$ cat src/polygon_area_perimeter_center_3d_unit_macros.svh
// assertion macros shared by the polygon area, perimeter and centre unit
// expects clk_i and rst_ni in the scope of each use
`ifndef POLYGON_AREA_PERIMETER_CENTER_3D_UNIT_MACROS_SVH
`define POLYGON_AREA_PERIMETER_CENTER_3D_UNIT_MACROS_SVH

// antecedent implies consequent in the same cycle
`define PAPC3D_ASSERT_IMP(lbl, ante, cons, msg) \
  lbl: assert property (@(posedge clk_i) disable iff (!rst_ni) (ante) |-> (cons)) \
    else $error(msg);

// condition never holds
`define PAPC3D_ASSERT_NEVER(lbl, cond, msg) \
  lbl: assert property (@(posedge clk_i) disable iff (!rst_ni) !(cond)) \
    else $error(msg);

`endif

$ cat src/papc3d_pkg.sv
// types and constants for the polygon area, perimeter and centre unit
// no dependencies
package papc3d_pkg;

  localparam int unsigned MaxVerticesDef = 256;
  localparam int unsigned MinVertices    = 3;
  localparam int unsigned CoordW  = 20;
  localparam int unsigned CntW    = 13;   // holds a vertex count up to 8191
  localparam int unsigned VertW   = 3 * CoordW;
  localparam int unsigned DiffW   = CoordW + 1;
  localparam int unsigned MulW    = 22;
  localparam int unsigned ProdW   = 2 * MulW;
  localparam int unsigned CrossW  = 42;
  localparam int unsigned SplitW  = 21;
  localparam int unsigned HiShift = 2 * SplitW;
  localparam int unsigned MidShift = SplitW + 1;
  localparam int unsigned RadW    = 84;
  localparam int unsigned RootW   = RadW / 2;
  localparam int unsigned SumW    = CoordW + CntW;
  localparam int unsigned MagW    = SumW - 1;
  localparam int unsigned PerimW  = 32;
  localparam int unsigned AreaW   = 56;

  typedef struct packed {
    logic signed [CoordW-1:0] vx;
    logic signed [CoordW-1:0] vy;
    logic signed [CoordW-1:0] vz;
    logic                     final_vertex;
  } vertex_t;

  typedef struct packed {
    logic signed [CoordW-1:0] center_x;
    logic signed [CoordW-1:0] center_y;
    logic signed [CoordW-1:0] center_z;
    logic [PerimW-1:0]        perimeter;
    logic [AreaW-1:0]         area;
    logic                     degenerate;
    logic                     overflow;
  } result_t;

  typedef struct packed {
    logic [CntW-1:0] count;
    logic            dropped;
    logic            bank;
  } job_t;

  typedef enum logic [3:0] {
    BS_IDLE, BS_RDPV, BS_RDV, BS_PMUL, BS_PACC, BS_CMUL, BS_CACC,
    BS_SMUL, BS_SACC, BS_SQRT, BS_DIV, BS_OUT
  } back_state_e;

endpackage

$ cat src/papc3d_fifo.sv
// two-entry job queue between the loading side and the compute side
// depends on papc3d_pkg
module papc3d_fifo (
  input  logic             clk_i,
  input  logic             rst_ni,
  input  logic             push_i,
  input  papc3d_pkg::job_t job_i,
  input  logic             pop_i,
  output papc3d_pkg::job_t job_o,
  output logic             empty_o,
  output logic             full_o
);
  import papc3d_pkg::*;

  job_t       mem_q [2];
  logic       wr_q, rd_q;
  logic [1:0] cnt_q;

  assign job_o   = mem_q[rd_q];
  assign empty_o = (cnt_q == 2'd0);
  assign full_o  = (cnt_q == 2'd2);

  always_ff @(posedge clk_i) begin
    if (push_i) begin
      mem_q[wr_q] <= job_i;
    end
  end

  always_ff @(posedge clk_i or negedge rst_ni) begin
    if (!rst_ni) begin
      wr_q  <= 1'b0;
      rd_q  <= 1'b0;
      cnt_q <= '0;
    end else begin
      if (push_i) begin
        wr_q <= !wr_q;
      end
      if (pop_i) begin
        rd_q <= !rd_q;
      end
      cnt_q <= cnt_q + {1'b0, push_i} - {1'b0, pop_i};
    end
  end
endmodule

$ cat config.mk
export PLATFORM = sky130hd
export DESIGN_NAME = papc3d_fifo
export DESIGN_NICKNAME = d
export VERILOG_FILES = /design/src/polygon_area_perimeter_center_3d_unit_macros.svh /design/src/papc3d_pkg.sv /design/src/papc3d_fifo.sv
export SDC_FILE = /design/constraint.sdc
export NUM_CORES = 1
export LEC_CHECK = 0
export BUFFER_PORTS_ARGS = -buffer_cell sky130_fd_sc_hd__buf_2
export CAP_MARGIN = 20
export CORE_UTILIZATION = 30
export DETAILED_ROUTE_END_ITERATION = 7
export PLACE_DENSITY_LB_ADDON = 0.3
export SLEW_MARGIN = 10
export SYNTH_ARGS = -nofsm -noshare
export SYNTH_HDL_FRONTEND = slang
export SYNTH_SLANG_ARGS = --single-unit
export TNS_END_PERCENT = 50
$ cat constraint.sdc
create_clock -name clk_i -period 2.1 [get_ports clk_i]
set_clock_uncertainty 0.1 [all_clocks]
set_input_delay 0.42 -clock clk_i [delete_from_list [all_inputs] [get_ports clk_i]]
set_output_delay 0.42 -clock clk_i [all_outputs]
set_load 0.05 [all_outputs]
==> impl_metrics.tcl <==
set metrics [dict create \
    die_h_um 68.6 \
    route.detailed.drc 0 \
    path_cells "buf_4 -> mux2_4 -> buf_2" \
    synth_nets 83 \
    cp_data_required_time_ps 1580 \
    grt_pass1_vias 691 \
    yosys.area_share.simple_pct 1.69 \
    grt_use_total_pct 9.50 \
    final_antenna_net_count 0 \
    comb_power_share_pct 45.0 \
    place.detailed.hpwl_mm 1.47 \
    synth-xor-area-share_pct 3.10 \
    cts.clk_slew.worst_paths_ps 60 \
    io_buffers 35 \
    routed_wl_mm 2.00 \
    vias 687 \
    viasPerCell 4.32 \
    slew_viol_final 0 \
    synth_area_um2 1330 \
    grt_max_degree 11 \
    synth_area_leaders "edfxtp_1, mux2_4, dfrtp_1, mux2_2, ha_1" \
    die-width_um 68.6 \
    met2_length_mm 1.04 \
    ys_types 13 \
    nets 129 \
    wire_per_inst_um 12.6 \
    p_switching_mw 1.02 \
    clk_latency_ps 270 \
    antenna_cells 0 \
    die_area_um2 4710 \
    worst_path_largest_cell_delay_ps 370 \
    root_buffer "clkbuf_8" \
    route.top_layer_used "met4" \
    rows 23 \
    nFillCells 404 \
    fin_crit_ps 1870 \
    end_kind "output pin" \
    numCtsBuffers 5 \
    drt_iter0_drc 42 \
    start_kind "register" \
    worst_slew_pin_slew_ps 336 \
    synth_compound_area_share_pct 0 \
    tns_ps 0 \
    path_class "reg2out" \
    clockBufferDepth 2 \
    relSlewSlack_pct 77.6 \
    start_util_pct 32.4 \
    power_frac_seq_pct 37.8 \
    switching_share_pct 40.0 \
    cp_top_family "buffers and inverters" \
    hp-class "in2reg" \
    synthAdderAreaFrac_pct 1.88 \
    layout-drive-gt1-share_pct 56.0 \
    wl_met3_um 137 \
    drtPass1Iterations 2 \
    cts_sinks 34 \
    syn_to_final_growth_pct 25.2 \
    fmax_ghz 0.534 \
    postSynthCellCount 62 \
    cts_tree "built" \
    run_status "finished, final reports clean" \
    slowest_stage "dfrtp_1" \
    synth_top_area_cell "edfxtp_1" \
    path_buf_inv 2 \
    grt_first_pass_wirelength_mm 3.00 \
    cts_resized 0 \
    p_per_area_nw_per_um2 1530 \
    crit_fanout 9 \
    dp_slack_ps 426 \
    antenna_found_initial 0 \
    htree_levels 2 \
    ys_warn_count 0 \
    fin_ws_ps 226 \
    setup_viol 0 \
    synth_top_area_share_pct 67.7 \
    fin_crit_sh_pct 89.3 \
    gp_congestion 0.537 \
    ys_ff_latch 34 \
    p_int_mw 1.53 \
    maxCapViolations 0 \
    finalHoldViolCount 0 \
    synthMuxAreaShare_pct 15.2 \
    p_leak_nw 0.696 \
    core_area_um2 4120 \
    synth_top_family_by_area "multiplexers" \
    critPathArrivalTime_ps 1350 \
    peakVddDrop_v 0.000751 \
    grt_overflow 0 \
    yosysSeqAreaShare_pct 75.2 \
    rsz0062_at_grt "false" \
    pwr-share-clk_pct 17.2 \
    syn_avg_cell_area_um2 21.5 \
    wl_met1_um 784 \
    ios 36 \
    post-cts-setup-buffer-count 0 \
]
-- layout make-up --
type,instances,area (µm²),share of cell area [%]
Sequential cell,34,1000,60.1
Multi-Input combinational cell,24,292,17.5
Timing Repair Buffer,41,223,13.4
Clock buffer,6,72.6,4.35
Tap cell,50,62.6,3.75
Clock inverter,2,8.76,0.526
Inverter,2,7.51,0.450
-- worst paths after layout --
| kind | from | to | slack (ps) | depth (start not counted) |
|---|---|---|---|---|
| worst max-delay path | rd_q | job_o[9] | 230 | 3 |
| worst min-delay path | job_i[14] | mem_q[0][14] | 230 | 1 |
| worst max register to register | cnt_q[0] | cnt_q[1] | 600 | 5 |
| worst min register to register | wr_q | wr_q | 390 | 1 |
| max in group asynchronous | rst_ni | wr_q | 1410 | 2 |
| min in group asynchronous | rst_ni | cnt_q[1] | 370 | 2 |
-- state kept, by name (all words and copies together), names as in the netlist --
signal  cells
mem_q      30
cnt_q       2
rd_q        1
wr_q        1
-- routing by layer --
metal	track usage [%]	up-vias
met5	0	-
met4	6.25	0
li1	-	322
met2	15.9	26
met3	3.13	5
met1	10.2	334
-- Yosys cell counts (all sizes together) --
| library cell | number |
|---|---|
| and2 | 1 |
| buf | 2 |
| dfrtp | 4 |
| edfxtp | 30 |
| ha | 2 |
| inv | 2 |
| mux2 | 15 |
| nor2 | 1 |
| nor2b | 2 |
| xor2 | 2 |
| xor3 | 1 |
-- power groups by stage --
stage	clock, mW	sequential (mW)	combinational (mW)
after floorplan	0	0.964	0.976
after global placement	0	0.968	1.16
after detailed placement	0	0.978	1.17
after CTS	0.455	0.964	1.17
after global routing	0.473	0.977	1.23
final	0.438	0.962	1.15
-- logic make-up (layout without fill, tap and decap cells) --
family	count (synthesis)	in the layout
AND/OR/NAND/NOR	4	4
adder cells (fa/ha/maj)	2	2
buffers and inverters	4	51
multiplexers	15	15
XOR/XNOR	3	3
flip-flops	34	34
-- what timing repair did --
item,CTS,global route
endpoints found under the hold margin,4,0
endpoints found under the setup margin,0,0
hold buffers,1,0
-- stage by stage --
| stage | cell area [µm²] | utilization, % | hold WS [ps] | cells | power [mW] |
|---|---|---|---|---|---|
| global placement | 1580 | 38.3 | 128 | 150 | 2.12 |
| floorplan | 1330 | - | 24.4 | 62 | 1.94 |
| CTS | 1670 | 40.5 | 224 | 159 | 2.59 |
| finish | 1670 | 40.5 | 234 | 159 | 2.55 |
| detailed placement | 1580 | 38.3 | 131 | 150 | 2.14 |
| global route | 1670 | 40.5 | 226 | 159 | 2.68 |
-- placed cells by master, fill, tap and decap left out --
cell / n
buf_2: 35
edfxtp_1: 30
mux2_4: 9
mux2_2: 6
clkbuf_8: 5
buf_4: 5
dfrtp_1: 4
inv_1: 2
nor2b_1: 2
xor2_1: 2
ha_1: 2
xor3_1: 1
nor2_1: 1
and2_1: 1
clkinv_2: 1
clkbuf_1: 1
clkinv_1: 1
dlygate4sd3_1: 1
Note: power is estimated with default switching activity, not from simulation.
