===== config.mk =====
export PLATFORM = sky130hd
export DESIGN_NAME = papc3d_front
export DESIGN_NICKNAME = d
export VERILOG_FILES = /design/src/polygon_area_perimeter_center_3d_unit_macros.svh /design/src/papc3d_pkg.sv /design/src/papc3d_front.sv
export SDC_FILE = /design/constraint.sdc
export NUM_CORES = 1
export LEC_CHECK = 0
export ABC_CLOCK_PERIOD_IN_PS = 1500
export BUFFER_PORTS_ARGS = -buffer_cell sky130_fd_sc_hd__buf_2
export CAP_MARGIN = 5
export CELL_PAD_IN_SITES_DETAIL_PLACEMENT = 1
export CELL_PAD_IN_SITES_GLOBAL_PLACEMENT = 2
export CORE_UTILIZATION = 15
export DETAILED_ROUTE_END_ITERATION = 7
export GPL_TIMING_DRIVEN = 0
export PLACE_DENSITY = 0.85
export SYNTH_ARGS = -nofsm -noshare
export SYNTH_HDL_FRONTEND = slang
export SYNTH_SLANG_ARGS = --single-unit
export TNS_END_PERCENT = 10

===== constraint.sdc =====
create_clock -name clk_i -period 1.5 [get_ports clk_i]
set_input_delay 0.15 -clock clk_i [delete_from_list [all_inputs] [get_ports clk_i]]
set_output_delay 0.15 -clock clk_i [all_outputs]
set_load 0.005 [all_outputs]

===== src/polygon_area_perimeter_center_3d_unit_macros.svh =====
// assertion macros shared by the polygon area, perimeter and centre unit
// expects clk_i and rst_ni in the scope of each use
`ifndef POLYGON_AREA_PERIMETER_CENTER_3D_UNIT_MACROS_SVH
`define POLYGON_AREA_PERIMETER_CENTER_3D_UNIT_MACROS_SVH

// antecedent implies consequent in the same cycle
`define PAPC3D_ASSERT_IMP(lbl, ante, cons, msg) \
  lbl: assert property (@(posedge clk_i) disable iff (!rst_ni) (ante) |-> (cons)) \
    else $error(msg);

// condition never holds
`define PAPC3D_ASSERT_NEVER(lbl, cond, msg) \
  lbl: assert property (@(posedge clk_i) disable iff (!rst_ni) !(cond)) \
    else $error(msg);

`endif


===== src/papc3d_pkg.sv =====
// types and constants for the polygon area, perimeter and centre unit
// no dependencies
package papc3d_pkg;

  localparam int unsigned MaxVerticesDef = 256;
  localparam int unsigned MinVertices    = 3;
  localparam int unsigned CoordW  = 20;
  localparam int unsigned CntW    = 13;   // holds a vertex count up to 8191
  localparam int unsigned VertW   = 3 * CoordW;
  localparam int unsigned DiffW   = CoordW + 1;
  localparam int unsigned MulW    = 22;
  localparam int unsigned ProdW   = 2 * MulW;
  localparam int unsigned CrossW  = 42;
  localparam int unsigned SplitW  = 21;
  localparam int unsigned HiShift = 2 * SplitW;
  localparam int unsigned MidShift = SplitW + 1;
  localparam int unsigned RadW    = 84;
  localparam int unsigned RootW   = RadW / 2;
  localparam int unsigned SumW    = CoordW + CntW;
  localparam int unsigned MagW    = SumW - 1;
  localparam int unsigned PerimW  = 32;
  localparam int unsigned AreaW   = 56;

  typedef struct packed {
    logic signed [CoordW-1:0] vx;
    logic signed [CoordW-1:0] vy;
    logic signed [CoordW-1:0] vz;
    logic                     final_vertex;
  } vertex_t;

  typedef struct packed {
    logic signed [CoordW-1:0] center_x;
    logic signed [CoordW-1:0] center_y;
    logic signed [CoordW-1:0] center_z;
    logic [PerimW-1:0]        perimeter;
    logic [AreaW-1:0]         area;
    logic                     degenerate;
    logic                     overflow;
  } result_t;

  typedef struct packed {
    logic [CntW-1:0] count;
    logic            dropped;
    logic            bank;
  } job_t;

  typedef enum logic [3:0] {
    BS_IDLE, BS_RDPV, BS_RDV, BS_PMUL, BS_PACC, BS_CMUL, BS_CACC,
    BS_SMUL, BS_SACC, BS_SQRT, BS_DIV, BS_OUT
  } back_state_e;

endpackage


===== src/papc3d_front.sv =====
// loading side: stores vertices into one ram bank and hands finished polygons on
// depends on papc3d_pkg
module papc3d_front #(
  parameter int unsigned MAX_VERTICES = papc3d_pkg::MaxVerticesDef
) (
  input  logic                          clk_i,
  input  logic                          rst_ni,
  input  logic                          in_valid_i,
  output logic                          in_stall_o,
  input  papc3d_pkg::vertex_t           in_data_i,
  output logic                          wr_en_o,
  output logic [$clog2(MAX_VERTICES):0] wr_addr_o,
  output logic [papc3d_pkg::VertW-1:0]  wr_data_o,
  output logic                          push_o,
  output papc3d_pkg::job_t              job_o,
  input  logic                          release_i
);
  import papc3d_pkg::*;

  localparam int unsigned CntBits  = $clog2(MAX_VERTICES + 1);
  localparam int unsigned AddrBits = $clog2(MAX_VERTICES);

  logic [CntBits-1:0] cnt_q, cnt_d, cnt_inc;
  logic               drop_q, drop_d;
  logic               bank_q, bank_d;
  logic [1:0]         outst_q, outst_d;
  logic               accept, room;

  // both banks taken: one polygon queued or in work, another waiting
  assign in_stall_o = (outst_q == 2'd2);
  assign accept     = in_valid_i && !in_stall_o;
  assign room       = (cnt_q < CntBits'(MAX_VERTICES));
  assign cnt_inc    = room ? cnt_q + CntBits'(1) : cnt_q;

  assign wr_en_o   = accept && room;
  assign wr_addr_o = {bank_q, cnt_q[AddrBits-1:0]};
  assign wr_data_o = {in_data_i.vx, in_data_i.vy, in_data_i.vz};

  assign push_o        = accept && in_data_i.final_vertex;
  assign job_o.count   = CntW'(cnt_inc);
  assign job_o.dropped = drop_q || !room;
  assign job_o.bank    = bank_q;

  always_comb begin
    cnt_d  = cnt_q;
    drop_d = drop_q;
    bank_d = bank_q;
    if (accept) begin
      if (in_data_i.final_vertex) begin
        cnt_d  = '0;
        drop_d = 1'b0;
        bank_d = !bank_q;
      end else begin
        cnt_d  = cnt_inc;
        drop_d = drop_q || !room;
      end
    end
    outst_d = outst_q + {1'b0, push_o} - {1'b0, release_i};
  end

  always_ff @(posedge clk_i or negedge rst_ni) begin
    if (!rst_ni) begin
      cnt_q   <= '0;
      drop_q  <= 1'b0;
      bank_q  <= 1'b0;
      outst_q <= '0;
    end else begin
      cnt_q   <= cnt_d;
      drop_q  <= drop_d;
      bank_q  <= bank_d;
      outst_q <= outst_d;
    end
  end
endmodule


==> impl_metrics.tcl, run 1 <==
set metrics [dict create \
    synth.cell_area_um2 1400 \
    cts_tree "done" \
    first_pass_iters 4 \
    worstHoldPathType "in -> reg" \
    maxCapViolCount 0 \
    worstSetupEndpointType "primary output" \
    cp.arrival_ns 1.47 \
    final_max_slew_viol_count 0 \
    seq_area_frac_synth 0.232 \
    viasPerCell 3.77 \
    antenna_found_initial 0 \
    synth_edf_count 0 \
    first_global_vias 1266 \
    core_um2 8890 \
    cts_sinks 13 \
    synth_seq_cells 13 \
    finalSetupTns_ns -0.381 \
    syn_to_final_growth_pct 54.1 \
    clock.fmax_ghz 0.617 \
    wl_per_cell_um 11.0 \
    relSlewSlack 0.665 \
    antennaDiodeCount 0 \
    port_buffers 86 \
    grt_remaining_overflow 0 \
    grt_pass1_wl_mm 6.11 \
    p_per_area_nw_per_um2 1090 \
    grtUsageTotal 0.0798 \
    setup_viol 5 \
    cts_buffer_depth 2 \
    fin_util 0.243 \
    clk_pin_slew_worst_paths_ns 0.06 \
    drc_errors 0 \
    peakVddDrop_v 0.000276 \
    dieHeight_um 98.6 \
    min_period_ns 1.62 \
    startpoint_type "flop" \
    cp_cell_sequence "buf_6 -> nand4b_1 -> nor2_1 -> xor2_1 -> buf_2" \
    gp_congestion 0.742 \
    insertion_delay_ns 0.25 \
    rows 34 \
    synthCells 162 \
    synth.distinct_cells 40 \
    seq_area_um2 332 \
    holdWs_ns 0.191 \
    status "finished, violations left" \
    fin_ws_ns -0.120 \
    drt-total-wl_mm 4.04 \
    place_ws_ns -0.0825 \
    drive_gt1_frac 0.738 \
    dieArea_um2 9720 \
    place.detailed.hpwl_mm 3.26 \
    hold_violations 0 \
    die_w_um 98.6 \
    crit_path_max_incr_delay_ns 0.38 \
    async_flop_share 1.00 \
    grt_max_degree 14 \
    fillCellCount 1077 \
    multi_input_area_um2 548 \
    yosysWarnings 0 \
    worst_pin_slew_ns 0.502 \
    rsz0062_at_grt "yes" \
    crit_path_top_delay_cell "dfrtp_1" \
    io_pins 152 \
    finalClockSkew_ns 0.00379 \
    critical_path_required_ns 1.35 \
    root_buffer "clkbuf_8" \
    num_vias 1387 \
    crit_type "reg -> out" \
    syn_avg_cell_area_um2 8.64 \
    final_antenna_net_count 0 \
    nets 329 \
    start_util 0.157 \
    synth_flop_cell "dfrtp_1" \
    violations "setup timing" \
    p_leak_nw 1.19 \
    cts_max_level 1 \
    drt_iter0_drc 31 \
    cts_buffers 3 \
    min_period_over_period 1.08 \
    crit_path_max_fanout 6 \
]
[critical path: cells and delay by family, from the launching register on]
| kind | cells | cell delay [ns] |
|---|---|---|
| flops | 1 | 0.38 |
| buf+inv | 2 | 0.25 |
| simple gates | 2 | 0.43 |
| xor+xnor | 1 | 0.15 |
[state kept, by name, summed over array words and instances, names as in the netlist]
signal / flops
outst_q: 2
drop_q: 1
bank_q: 1
cnt_q: 9
[layout make-up]
type	instances	share of cell area
plain buffers	79	0.280
inverters	5	0.00986
well taps	108	0.0626
clock buffers	3	0.0191
multi-input cells	68	0.254
repair buffers	91	0.218
flip-flops and latches	13	0.154
clock inverters	1	0.00232
[cell usage after synthesis, drive strengths merged, types with 2 or more instances]
cell      n  share of area
or4       2          0.011
ha        3          0.027
nor2b     4          0.018
xor2      3          0.019
buf      78           0.42
dfrtp    13           0.23
nor2      5          0.013
o2bb2ai   2          0.013
nand2     3         0.0080
xnor2     7          0.044
inv       5          0.015
and3      2         0.0089
o21ai     5          0.018
nand3     3          0.011
nand4b    2          0.013
a32o      2          0.014
o311ai    2          0.013
nand2b    2         0.0089
[cell families after synthesis]
kind of cell / after synthesis / share of synthesized area
DFF: 13 / 0.232
muxes: 1 / 0.00804
xor gates and xnor gates: 10 / 0.0626
and+or+nand+nor: 31 / 0.132
adders and majority gates: 3 / 0.0268
other: 1 / 0.00268
AOI/OAI and AO/OA: 19 / 0.102
buffers and inverters: 84 / 0.433
[placed cells by master, fill, tap and decap left out, types with 2 or more instances in the layout]
cell type / count
nand3_1: 3
nand2_1: 2
a32o_1: 2
o21ai_0: 4
buf_6: 4
conb_1: 4
nand4b_1: 2
dfrtp_1: 8
xnor2_2: 3
o2bb2ai_1: 2
or4_1: 2
xnor2_1: 4
inv_1: 4
clkbuf_8: 3
buf_2: 86
buf_4: 78
dfrtp_2: 5
nor2b_1: 4
nor2_1: 5
xor2_1: 3
[final timing paths]
path	depth (start not counted)	slack, ns	startpoint	end
max in group asynchronous	2	0.89	rst_ni	cnt_q[4]
hold / removal	3	0.19	in_valid_i	cnt_q[0]
min in group asynchronous	2	0.34	rst_ni	cnt_q[3]
setup / recovery	5	-0.12	cnt_q[8]	job_o[7]
hold reg to reg	1	0.52	bank_q	bank_q
setup reg to reg	6	0.02	cnt_q[8]	cnt_q[5]
[stage by stage]
step,cell area [µm²],power (W),cells
floorplan,1410,0.00138,165
global placement,1980,0.00183,359
detailed placement,1980,0.00188,359
CTS,2120,0.00231,368
global route,2160,0.00259,368
finish,2160,0.00235,368
[metal layers]
metal / up-vias / GRT usage / wire length (µm)
met3: 5 / 0.0248 / 345
li1: 660 / - / -
met4: 0 / 0.0241 / 41
met2: 87 / 0.142 / 2030
met1: 635 / 0.0910 / 1620
met5: - / 0 / 0
[power by group]
part | internal (W) | total [W] | switching, W | leakage, nW
registers | 0.000492 | 0.000691 | 0.000199 | 0.159
logic | 0.000795 | 0.00134 | 0.000543 | 1.00
clock network | 0.000184 | 0.000324 | 0.000140 | 0.0255
[what timing repair did]
| item | CTS | global route |
|---|---|---|
| hold endpoints to repair | 13 | 0 |
| setup endpoints to repair | 11 | 13 |
| setup buffers | 4 | 0 |
| hold buffers | 1 | 0 |
| resized for setup | 19 | 8 |
Note: power is estimated with default switching activity, not from simulation.
==> run 2, diff against run 1 <==
--- a/config.mk
+++ b/config.mk
@@ -6,7 +6,7 @@
 export NUM_CORES = 1
 export LEC_CHECK = 0
 export ABC_CLOCK_PERIOD_IN_PS = 1500
-export BUFFER_PORTS_ARGS = -buffer_cell sky130_fd_sc_hd__buf_2
+export BUFFER_PORTS_ARGS = -buffer_cell sky130_fd_sc_hd__clkbuf_2
 export CAP_MARGIN = 5
 export CELL_PAD_IN_SITES_DETAIL_PLACEMENT = 1
 export CELL_PAD_IN_SITES_GLOBAL_PLACEMENT = 2
==> impl_metrics.tcl, run 2 (synthesis results as in run 1) <==
set metrics [dict create \
    hold_violations 0 \
    io_pins 152 \
    viasPerCell 3.72 \
    first_pass_iters 4 \
    final_cell_mix "clkbuf_2, buf_4, dfrtp_1" \
    crit_type "reg -> out" \
    clk_pin_slew_worst_paths_ns 0.06 \
    cp.arrival_ns 1.51 \
    dieArea_um2 9720 \
    worstSetupEndpointType "primary output" \
    holdWs_ns 0.193 \
    multi_input_area_um2 549 \
    drive_gt1_frac 0.740 \
    grt_pass1_wl_mm 6.18 \
    rr_startpoint "cnt_q[8]" \
    num_vias 1376 \
    reg2reg_to "cnt_q[5]" \
    violations "setup timing" \
    clock.fmax_ghz 0.602 \
    finalClockSkew_ns 0.00339 \
    dieHeight_um 98.6 \
    first_global_vias 1269 \
    worstHoldPathType "in -> reg" \
    peakVddDrop_v 0.000275 \
    antenna_found_initial 0 \
    relSlewSlack 0.655 \
    drt-total-wl_mm 4.06 \
    crit_path_top_delay_cell "dfrtp_1" \
    worst-r2r-setup-slack_ns -0.04 \
    final_max_slew_viol_count 0 \
    largest_reg_flops 9 \
    cts_buffers 3 \
    p_leak_nw 1.20 \
    final_cells 370 \
    grtUsageTotal 0.0790 \
    drt_iter0_drc 51 \
    antennaDiodeCount 0 \
    rr_worst_depth 6 \
    die_w_um 98.6 \
    grt_remaining_overflow 0 \
    fin_ws_ns -0.160 \
    cts_sinks 13 \
    cts_tree "done" \
    root_buffer "clkbuf_8" \
    min_period_ns 1.66 \
    cts_buffer_depth 2 \
    crit_path_max_incr_delay_ns 0.39 \
    setup.worst_path.start "cnt_q[8]" \
    place.detailed.hpwl_mm 3.28 \
    port_buffers 86 \
    critPathCapture "job_o[5]" \
    rows 34 \
    syn_to_final_growth_pct 55.1 \
    gp_congestion 0.746 \
    drc_errors 0 \
    mostFrequentLayoutCell "clkbuf_2" \
    rsz0062_at_grt "yes" \
    status "finished, violations left" \
    worst_pin_slew_ns 0.518 \
    nets 331 \
    fin_util 0.244 \
    maxCapViolCount 0 \
    cp_cell_sequence "buf_6 -> nand4b_1 -> buf_4 -> xnor2_2 -> buf_2" \
    fillCellCount 1064 \
    core_um2 8890 \
    cts_max_level 1 \
    final_antenna_net_count 0 \
    startpoint_type "flop" \
    grt_max_degree 14 \
    wl_per_cell_um 11.0 \
    largestRegisters "cnt_q: 9 flops, outst_q: 2 flops" \
    largest-register "cnt_q" \
    start_util 0.157 \
    insertion_delay_ns 0.25 \
    setup_viol 8 \
    crit_path_max_fanout 6 \
    min_period_over_period 1.11 \
    p_per_area_nw_per_um2 1070 \
    seq_area_um2 330 \
    place_ws_ns -0.0826 \
    placed_cells 359 \
    critical_path_required_ns 1.35 \
]
-- run 2: cell types whose count changed in the layout (fill, tap and decap cells not counted), moves of 2 or more --
cell	change
buf_2	-83
clkbuf_2	+83
buf_4	+2
nor2_1	-3
nor2_2	+3
-- run 2: critical path: cells and delay by family, from the launching register on --
kind | cells | cell delay, ns
buffers and inverters | 3 | 0.48
DFF | 1 | 0.39
and+or+nand+nor | 1 | 0.27
xor gates and xnor gates | 1 | 0.12
-- run 2: layer usage --
layer | track usage | vias to the layer above | wire length [µm]
met5 | 0 | - | 0
met4 | 0.0138 | 0 | 12
met3 | 0.0305 | 2 | 427
met2 | 0.139 | 94 | 2070
met1 | 0.0922 | 620 | 1550
li1 | - | 660 | -
-- run 2: timing repair --
action,CTS,global route
setup endpoints to repair,11,14
pin swaps,0,2
endpoints found under the hold margin,13,0
cloned,0,0
buffers inserted,3,3
hold buffers,1,0
gates resized for setup,18,11
-- run 2: layout make-up --
| cell class | instances | share of cell area |
|---|---|---|
| multi-input cells | 68 | 0.253 |
| plain buffers | 79 | 0.278 |
| inverters | 5 | 0.00979 |
| clock inverters | 1 | 0.00230 |
| well taps | 108 | 0.0622 |
| repair buffers | 93 | 0.224 |
| clock buffers | 3 | 0.0190 |
| flip-flops and latches | 13 | 0.152 |
-- run 2: stage by stage --
| step | setup TNS, ns | cell area (µm²) | power [W] |
|---|---|---|---|
| floorplan | 0 | 1410 | 0.00138 |
| global placement | -0.0435 | 1980 | 0.00184 |
| detailed placement | -0.0950 | 1980 | 0.00189 |
| CTS | -0.596 | 2110 | 0.00228 |
| global route | -1.66 | 2170 | 0.00255 |
| finish | -0.606 | 2170 | 0.00233 |
-- run 2: worst min path at each step --
stage	start	end	depth (start not counted)
2_1_floorplan	rst_ni	bank_q	0
3_3_place_gp	rst_ni	cnt_q[5]	1
3_5_place_dp	rst_ni	cnt_q[6]	1
4_1_cts	in_valid_i	cnt_q[1]	3
5_1_grt	in_valid_i	cnt_q[1]	3
6_report	in_valid_i	cnt_q[1]	3
-- run 2: where the power goes --
part	internal [W]	switching [W]
clock	0.000184	0.000143
combinational	0.000777	0.000547
sequential	0.000489	0.000191
==> run 3, diff against run 2 <==
--- a/config.mk
+++ b/config.mk
@@ -10,6 +10,7 @@
 export CAP_MARGIN = 5
 export CELL_PAD_IN_SITES_DETAIL_PLACEMENT = 1
 export CELL_PAD_IN_SITES_GLOBAL_PLACEMENT = 2
+export CORE_MARGIN = 3
 export CORE_UTILIZATION = 15
 export DETAILED_ROUTE_END_ITERATION = 7
 export GPL_TIMING_DRIVEN = 0
==> constraint.sdc (replaced) <==
create_clock -name clk_i -period 1.5 [get_ports clk_i]
set_input_delay 0.15 -clock clk_i [delete_from_list [all_inputs] [get_ports clk_i]]
set_output_delay 0.15 -clock clk_i [all_outputs]
set_load 0.01 [all_outputs]
==> impl_metrics.tcl, run 3 (synthesis results as in run 1) <==
set metrics [dict create \
    worstSetupEndpointType "primary output" \
    p_leak_nw 1.21 \
    min_period_over_period 1.05 \
    clock.fmax_ghz 0.633 \
    largestRegisters "cnt_q: 9 flops, outst_q: 2 flops" \
    p_int_w 0.00150 \
    final_antenna_net_count 0 \
    mostFrequentLayoutCell "clkbuf_2" \
    holdWs_ns 0.194 \
    setup_viol 6 \
    top_layer "met3" \
    start_util 0.157 \
    fin_ws_ns -0.0790 \
    num_vias 1373 \
    crit_type "reg -> out" \
    gp_congestion 0.772 \
    drc_errors 0 \
    insertion_delay_ns 0.25 \
    combPwrFrac 0.601 \
    grt_pass1_wl_mm 6.25 \
    finalClockSkew_ns 0.00249 \
    io_pins 152 \
    status "finished, violations left" \
    min_period_ns 1.58 \
    drt_iter0_drc 14 \
    first_pass_iters 4 \
    cts_tree "done" \
    maxCapViolCount 0 \
    finalSetupTns_ns -0.308 \
    grt_remaining_overflow 0 \
    antennaDiodeCount 0 \
    dieArea_um2 10500 \
    core_um2 8890 \
    rows 34 \
    largest-register "cnt_q" \
    crit_path_max_fanout 6 \
    rsz0062_at_grt "yes" \
    violations "setup timing" \
    final_cell_mix "clkbuf_2, buf_4, dfrtp_1" \
    clk_pin_slew_worst_paths_ns 0.06 \
    cts_buffer_depth 2 \
    place.detailed.hpwl_mm 3.63 \
    cp.arrival_ns 1.43 \
    startpoint_type "flop" \
    die_w_um 103 \
    switchingPower_w 0.00103 \
    wl_met1_mm 1.70 \
    drive_gt1_frac 0.749 \
    peakVddDrop_v 0.000374 \
    syn_to_final_growth_pct 56.9 \
    clockPowerShare 0.128 \
    fillCellCount 1062 \
    p_seq_frac 0.272 \
    drt-total-wl_mm 4.44 \
    final_max_slew_viol_count 0 \
    worstHoldPathType "in -> reg" \
    antenna_found_initial 0 \
    nets 332 \
    cts_buffers 3 \
    wl_met2_mm 2.23 \
    met3_length_um 510 \
    grt_max_degree 14 \
    wl_per_cell_um 12.0 \
    cts_max_level 1 \
    port_buffers 86 \
    critical_path_required_ns 1.35 \
    dieHeight_um 103 \
    p_per_area_nw_per_um2 1150 \
    first_global_vias 1366 \
    cts_sinks 13 \
    hold_violations 0 \
    largest_reg_flops 9 \
    viasPerCell 3.70 \
    grtUsageTotal 0.0750 \
    switching_share 0.408 \
    root_buffer "clkbuf_8" \
]
run 3: cell count changes in the layout (fill, tap and decap cells not counted), sizes merged:
cell,change
buf,+1
run 3: cell type report:
cell class,instances,area (µm²),area share
clock inverters,1,5.00,0.00228
plain buffers,79,604,0.275
repair buffers,94,497,0.226
well taps,108,135,0.0615
flip-flops and latches,13,332,0.151
inverters,5,21.3,0.00968
multi-input cells,68,562,0.256
clock buffers,3,41.3,0.0188
run 3: power by group through the flow:
stage                     logic (W)  registers, W  clock network [W]
final                       0.00152      0.000686           0.000323
after global routing        0.00167      0.000717           0.000359
after CTS                   0.00151      0.000670           0.000346
after detailed placement    0.00136      0.000670                  0
after global placement      0.00133      0.000658                  0
after floorplan            0.000903      0.000610                  0
run 3: repair_timing:
item                                    CTS  global route
endpoints found under the setup margin   11            15
endpoints found under the hold margin    13             0
hold buffers                              1             0
gates cloned                              0             0
resized for setup                        24             9
pin swaps                                 2             2
buffers inserted                          7             0
run 3: per-stage QoR:
| step | setup WS, ns | instances | area [µm²] | utilization | total power [W] |
|---|---|---|---|---|---|
| floorplan | 0.00884 | 165 | 1410 | - | 0.00151 |
| global placement | -0.0365 | 359 | 1980 | 0.222 | 0.00199 |
| detailed placement | -0.129 | 359 | 1980 | 0.222 | 0.00203 |
| CTS | -0.118 | 371 | 2160 | 0.243 | 0.00252 |
| global route | -0.191 | 371 | 2200 | 0.247 | 0.00275 |
| finish | -0.0790 | 371 | 2200 | 0.247 | 0.00253 |
run 3: worst paths after layout:
path | start | to | slack, ns | cells past startpoint
max in group asynchronous | rst_ni | cnt_q[4] | 0.86 | 2
hold / removal | in_valid_i | cnt_q[0] | 0.19 | 3
min in group asynchronous | rst_ni | cnt_q[7] | 0.35 | 2
hold reg to reg | bank_q | bank_q | 0.51 | 1
setup reg to reg | cnt_q[8] | cnt_q[5] | 0.01 | 6
setup / recovery | cnt_q[8] | job_o[5] | -0.08 | 5
run 3: critical path, cell delays in order (launching register included):
cell and delay (ns):
dfrtp_1 0.38, buf_6 0.13, nand4b_1 0.22, buf_4 0.20, xnor2_2 0.11, buf_2 0.14
run 3: per-layer routing:
layer / vias up / global-route usage
met3: 0 / 0.0291
met1: 613 / 0.0885
met2: 93 / 0.133
li1: 667 / -
met5: - / 0
met4: 0 / 0.00908
